## config.mk

```make
export PLATFORM = sky130hd
export DESIGN_NAME = amls_avg
export DESIGN_NICKNAME = d
export VERILOG_FILES = /design/src/rtl/averaging_meter_led_scanner_macros.svh /design/src/rtl/amls_pkg.sv /design/src/rtl/amls_avg.sv
export SDC_FILE = /design/constraint.sdc
export NUM_CORES = 1
export LEC_CHECK = 0
export ABC_AREA = 0
export BUFFER_PORTS_ARGS = -buffer_cell sky130_fd_sc_hd__buf_2
export CORE_MARGIN = 2
export CORE_UTILIZATION = 50
export CTS_CLUSTER_SIZE = 8
export DETAILED_ROUTE_END_ITERATION = 6
export PLACE_DENSITY_LB_ADDON = 0.2
export RECOVER_POWER = 50
export SKIP_LAST_GASP = 1
export SLEW_MARGIN = 20
export SYNTH_ARGS = -nofsm -noshare
export SYNTH_HDL_FRONTEND = slang
export SYNTH_SLANG_ARGS = --single-unit
export TNS_END_PERCENT = 20
```

## constraint.sdc

```tcl
create_clock -name clk -period 7.2 [get_ports clk]
set_input_delay 0.36 -clock clk [delete_from_list [all_inputs] [get_ports clk]]
set_output_delay 0.36 -clock clk [all_outputs]
set_load 0.01 [all_outputs]
```

## src/rtl/averaging_meter_led_scanner_macros.svh

```systemverilog
// Assertion helpers shared by the RTL.
`ifndef AVERAGING_METER_LED_SCANNER_MACROS_SVH
`define AVERAGING_METER_LED_SCANNER_MACROS_SVH

// Same-cycle implication, disabled while reset is active.
`define AMLS_ASSERT_IMPL(label, clk, rst_n, ante, cons) \
	label: assert property (@(posedge clk) disable iff (!(rst_n)) (ante) |-> (cons)) \
		else $error("amls assertion failed");

// Next-cycle implication, disabled while reset is active.
`define AMLS_ASSERT_NEXT(label, clk, rst_n, ante, cons) \
	label: assert property (@(posedge clk) disable iff (!(rst_n)) (ante) |=> (cons)) \
		else $error("amls assertion failed");

`endif

```

## src/rtl/amls_pkg.sv

```systemverilog
package amls_pkg;

	localparam int AVG_COUNT   = 64;
	localparam int CYCLE_LEN   = 2 * AVG_COUNT;
	localparam int AVG_SHIFT   = $clog2(AVG_COUNT);
	localparam int CNT_W       = $clog2(CYCLE_LEN);
	localparam int SAMPLE_W    = 10;
	localparam int ACC_W       = 16;
	localparam int AVG_W       = 10;
	localparam int DISP_W      = AVG_W + 3;   // average times 8
	localparam int NUM_DIGITS  = 8;
	localparam int PTR_W       = $clog2(NUM_DIGITS);
	localparam int SEG_W       = 8;
	localparam int WORD_W      = 2 * SEG_W;
	localparam int RECIP_SHIFT = 23;
	localparam int RECIP_W     = RECIP_SHIFT + 1;
	localparam int PROD_W      = DISP_W + RECIP_W;
	localparam int CFG_IDX_W   = 1;
	localparam int CFG_DATA_W  = 1;

	localparam logic [SEG_W-1:0]   DOT_SEGMENT = 8'h80;
	localparam logic [RECIP_W-1:0] RECIP_DIV10 = 24'd838861;

	typedef enum logic [CFG_IDX_W-1:0] {
		CFG_INV_STROBES  = 1'b0,
		CFG_INV_SEGMENTS = 1'b1
	} cfg_index_t;

	typedef struct packed {
		logic [SAMPLE_W-1:0] adc_sample;
	} in_item_t;

	typedef struct packed {
		logic [WORD_W-1:0] drive_word;
		logic              next_channel;
		logic [AVG_W-1:0]  voltage_average;
		logic [AVG_W-1:0]  current_average;
	} out_item_t;

	typedef struct packed {
		logic [AVG_W-1:0] volt;
		logic [AVG_W-1:0] curr;
	} avg_pair_t;

	typedef struct packed {
		avg_pair_t held;          // averages before this tick's update
		avg_pair_t fresh;         // averages after this tick's update
		logic      next_channel;
	} avg_status_t;

	function automatic logic [SEG_W-1:0] seg_font(input logic [3:0] digit);
		logic [SEG_W-1:0] seg;
		case (digit)
			4'd0:    seg = 8'b00111111;
			4'd1:    seg = 8'b00000110;
			4'd2:    seg = 8'b01011011;
			4'd3:    seg = 8'b01001111;
			4'd4:    seg = 8'b01100110;
			4'd5:    seg = 8'b01101101;
			4'd6:    seg = 8'b01111101;
			4'd7:    seg = 8'b00000111;
			4'd8:    seg = 8'b01111111;
			4'd9:    seg = 8'b01101111;
			default: seg = 8'b00000000;
		endcase
		return seg;
	endfunction

	// Reciprocal of 10^place scaled by 2^RECIP_SHIFT, rounded up; exact for DISP_W-bit values.
	function automatic logic [RECIP_W-1:0] place_recip(input logic [1:0] place);
		logic [RECIP_W-1:0] r;
		case (place)
			2'd0:    r = 24'd8388608;
			2'd1:    r = 24'd838861;
			2'd2:    r = 24'd83887;
			2'd3:    r = 24'd8389;
			default: r = 24'd8388608;
		endcase
		return r;
	endfunction

endpackage

```

## src/rtl/amls_avg.sv

```systemverilog
module amls_avg (
	input  logic                          clk,
	input  logic                          arst_n,
	input  logic                          en,
	input  logic [amls_pkg::SAMPLE_W-1:0] sample,
	output amls_pkg::avg_status_t         status
);
	import amls_pkg::*;

	logic [CNT_W-1:0] count_q;
	logic [CNT_W-1:0] count_next;
	logic [ACC_W-1:0] acc0_q;
	logic [ACC_W-1:0] acc1_q;
	logic [ACC_W-1:0] base0;
	logic [ACC_W-1:0] base1;
	logic [ACC_W-1:0] sample_ext;
	avg_pair_t        avg_q;
	avg_pair_t        avg_new;
	logic             wrap;
	logic             chan;

	always_comb begin
		wrap       = (count_q == CNT_W'(CYCLE_LEN - 1));
		count_next = wrap ? '0 : count_q + 1'b1;
		chan       = ~count_next[0];
		sample_ext = ACC_W'(sample);
		if (wrap) begin
			avg_new.volt = AVG_W'(acc0_q >> AVG_SHIFT);
			avg_new.curr = AVG_W'(acc1_q >> AVG_SHIFT);
			base0        = '0;
			base1        = '0;
		end else begin
			avg_new = avg_q;
			base0   = acc0_q;
			base1   = acc1_q;
		end
	end

	always_ff @(posedge clk or negedge arst_n) begin
		if (!arst_n) begin
			count_q <= '0;
			acc0_q  <= '0;
			acc1_q  <= '0;
			avg_q   <= '0;
		end else if (en) begin
			count_q <= count_next;
			avg_q   <= avg_new;
			acc0_q  <= chan ? base0 : base0 + sample_ext;
			acc1_q  <= chan ? base1 + sample_ext : base1;
		end
	end

	assign status.held         = avg_q;
	assign status.fresh        = avg_new;
	assign status.next_channel = chan;

endmodule

```

After elaboration in Yosys (flattened, before gate mapping)
Cells that the tools add are included.
W data, S select, Z words.

word-level totals
  output and inout bits = 41
  input bits = 13
  word-level logic and storage cells = 16
  register bits after elaboration = 59

cells by class
  equality and inequality tests = 1
  bitwise logic cells = 1
  add/subtract/negate cells = 3
  muxes and demuxes = 6

operator list
  cell                   count
  $mux W16               4
  $add A16 B10 Y16       2
  $mux W20               1
  $add A7 B1 Y7 const B  1
  $eq A7 B7 Y1 const B   1
  $mux W7                1
  $not A1 Y1             1

Logic depth before layout (Yosys ltp)
  depth after elaboration = 4
  mapped depth = 13
  depth with buffers taken out = 12

Least setup slack after synthesis
Ideal clock, no wire load.

  path type = flip-flop to flip-flop
  from = register count_q[0]
  to = register acc1_q[10]
  setup time = 0.125 ns
  data arrival time = 3.151 ns
  setup slack = 3.925 ns
  buffers on the path = 1
  clock period less this slack = 3.275 ns
  required time = 7.075 ns
  cell stages (with the launch flop) = 14
  cells stage by stage = dfrtp_1 > ha_1 > nand4_2 > nor2_2 > clkbuf_1 > nor2b_1 > ha_1 > fa_1 > a211o_1 > a21oi_1 > a211oi_4 > o21ai_2 > a21oi_1 > xnor2_1

on the way
  word-level cells in the longest chain between the ends = 4
  elaborated cells between the ends (all ways) = 6
  classes of those cells = add/sub (2); eq/ne (1); mux (3)

ends and longest elaborated chain
  item                    line            text
  start, declared         amls_avg.sv:10  logic [CNT_W-1:0] count_q;
  start signal, assigned  amls_avg.sv:46  count_q <= count_next;
  $eq A7 B7 Y1            amls_avg.sv:23  wrap = (count_q == CNT_W'(CYCLE_LEN - 1));
  $mux W16                amls_avg.sv:27  if (wrap) begin
  $add A16 B10 Y16        amls_avg.sv:49  acc1_q <= chan ? base1 + sample_ext : base1;
  $mux W16 *              amls_avg.sv:49
  end signal, assigned    amls_avg.sv:49
  end, declared           amls_avg.sv:13  logic [ACC_W-1:0] acc1_q;

Every way passes the cells marked *; elsewhere a longest branch is shown, timed or not.
A chain may end at the register's enable or synchronous reset.

Final worst setup path
  from = register count_q[0]
  to = register acc1_q[9]

The elaborated chain is that of the path after synthesis.

==> metrics.yaml <==
timing:
  fmax_ghz: 0.2684
  finalMaxSlewViolations: 60
  setup-tns-final_ps: 0
  post-route-period-util_pct: 51.74
  finalSetupViolations: 0
  rsz0062_at_grt: "no"
  slew_headroom_pct: -113.7
  finalCriticalPeriod_ps: 3725
  hold_viol: 0
  tightestPinTransition_ps: 3206
  clock_skew_ps: 6.893
drt:
  ant_nets: 0
  drtPass1Iterations: 4
  drt-initial-drc-count: 103
  wirelength_um: 8181
  wire_per_inst_um: 14.93
  viasPerCell: 5.453
  drc_errors: 0
  dr_total_vias: 2988
cts:
  cts_setup_buffers: 0
  cts_tree: "built"
  clock_latency_ps: 340
  cts_buffer_depth: 2
  clock_sinks: 59
  cts_buffers: 9
  clockRootBuffer: "clkbuf_8"
  htree_num_levels: 3
  clk_pin_slew_ps: 70
  cts_hold_buf: 0
  cts-resized-gates: 0
setup_path:
  critPathLaunchType: "register"
  worstReg2RegStart: "count_q[0]$_DFFE_PN0P_"
  path_max_fanout: 25
  timing.rr.end: "acc1_q[9]$_DFFE_PN0P_"
  endpoint: "acc1_q[9]$_DFFE_PN0P_"
  cp-end-kind: "register"
  cp-startpoint: "count_q[0]$_DFFE_PN0P_"
  cp.required_ps: 7410
  r2r_cells: 12
  reg2reg_setup_slack_ps: 3470
  crit_type: "reg -> reg"
  arrival_ps: 3940
placement:
  hpwl_um: 5672
  portBuffers: 53
  place_congestion: 0.8625
  placed_cells: 533
synth:
  synth_edf_count: 0
  synthDominantAreaCellType: "dfrtp_1"
  synth_area_leaders: "dfrtp_1 (40%), nand2_1 (9.5%), ha_1 (7.2%)"
  synth_area_um2: 3647
  yosys_register_bits: 59
  yosysTopAreaCellShare_pct: 40.48
  ys_warn_count: 0
  synth_fp_nets: 427
  synth_most_common_cell: "nand2_1"
  synthArstFlopShare_pct: 100.0
  ys_top_cells_by_count: "nand2_1 (92), dfrtp_1 (59), nor2b_1 (22), ha_1 (21), mux2_2 (21)"
  synth_flop_cell: "dfrtp_1"
  synth.avg_cell_area_um2: 9.328
  seq_area_frac_synth_pct: 40.48
  syn_inst: 391
  yosysUniqueCellTypes: 53
cells_and_area:
  fin_cells: 548
  final_nets: 481
  diodes: 0
  syn2layout_area_growth_pct: 15.20
  drive_gt1_share_pct: 18.71
die:
  core_area_um2: 7176
  initial_core_util_pct: 50.83
  fp.dieArea_um2: 7993
  die_h_um: 89.41
  dieWidth_um: 89.41
  placementRows: 31
  ios: 54
status:
  status: "finished, violations left"
  violations: "capacitance limit, slew limit"
power:
  ir_worst_vdd_mv: 0.1733
  powerDensity_nw_per_um2: 346.6
  p_leak_nw: 2.047
global_routing:
  grt_pass1_vias: 2833
  grt.overflow.total: 0
  grt_max_degree: 60
  globalRouteTotalUtil_pct: 22.33
  antenna_found_initial: 0
  grt_pass1_wl_um: 13660
hold_path:
  hp-class: "in -> reg"
flow_run:
  max_cap_violations: 1
report_power, final:
part,switching [mW],internal (mW)
Sequential,0.0845,0.423
Combinational,0.331,0.283
Clock,0.134,0.201
stage by stage:
stage | setup slack (ps) | cell area [um^2] | hold slack (ps) | power, mW | utilization [%]
detailed placement | 3504 | 4011 | 475.0 | 1.119 | 55.90
finish | 3475 | 4202 | 375.5 | 1.456 | 58.55
floorplan | 3925 | 3647 | 64.41 | 0.9887 | -
global placement | 3629 | 4011 | 467.1 | 1.101 | 55.90
CTS | 3456 | 4227 | 195.8 | 1.463 | 58.90
global route | 3128 | 4202 | 379.3 | 1.574 | 58.55
per-layer routing:
metal,vias to the layer above,GRT usage [%],part of all wire [%]
met1,1438,29.50,47
li1,1484,-,-
met4,0,6.649,1.7
met3,14,6.002,3.8
met2,52,36.03,48
met5,-,0,0
how the worst min path moves through the flow:
| stage | from | to | slack, ps | cells after the start |
|---|---|---|---|---|
| floorplan | arst_n | acc0_q[0]$_DFFE_PN0P_ | 60 | 0 |
| global placement | acc0_q[4]$_DFFE_PN0P_ | acc0_q[4]$_DFFE_PN0P_ | 470 | 2 |
| detailed placement | acc0_q[0]$_DFFE_PN0P_ | acc0_q[0]$_DFFE_PN0P_ | 470 | 1 |
| CTS | arst_n | status[30]$_DFFE_PN0P_ | 200 | 2 |
| global route | sample[0] | acc1_q[0]$_DFFE_PN0P_ | 380 | 3 |
| finish | sample[0] | acc1_q[0]$_DFFE_PN0P_ | 380 | 3 |
layout by cell type (no fill, tap or decap), types with 5 or more instances in the layout:
master,count
buf_2,36
clkbuf_8,10
o21a_1,6
nand2_1,92
a21oi_1,17
o21ai_1,16
nand3_1,5
mux2_2,21
ha_1,21
a22o_1,8
xor2_1,10
dfrtp_1,59
inv_1,5
xnor2_1,14
nor2_1,16
clkbuf_1,18
o21ai_0,8
nor2b_1,22
worst max-delay path: stages (launching register included):
cell	delay (ps)
dfrtp_1	460
ha_1	240
nand4_2	210
nor2_4	590
buf_4	400
nor2b_1	90
ha_1	330
a21oi_1	130
o21ai_1	150
o311ai_1	380
nor2_1	70
a2111oi_0	420
o31ai_1	110
cells by family after synthesis:
family,after synthesis,synth area share (%)
fa+ha+maj,23,8.302
xor+xnor,24,5.763
flops,59,40.48
mux,23,7.101
compound gates,85,16.26
simple gates,158,19.93
buf+inv,19,2.161
sequential cells by signal, indices dropped and copies added (netlist names):
signal / count
acc1_q: 16
acc0_q: 16
status: 20
count_q: 7
final cells by class:
| type | instances | area (um^2) |
|---|---|---|
| inverter | 5 | 18.77 |
| tap | 99 | 123.9 |
| fill | 665 | 2974 |
| clock inverter | 5 | 77.57 |
| sequential | 59 | 1476 |
| timing repair buffer | 57 | 270.3 |
| clock buffer | 10 | 137.6 |
| multi-input combinational | 313 | 2097 |
Note: power is estimated with default switching activity, not from simulation.
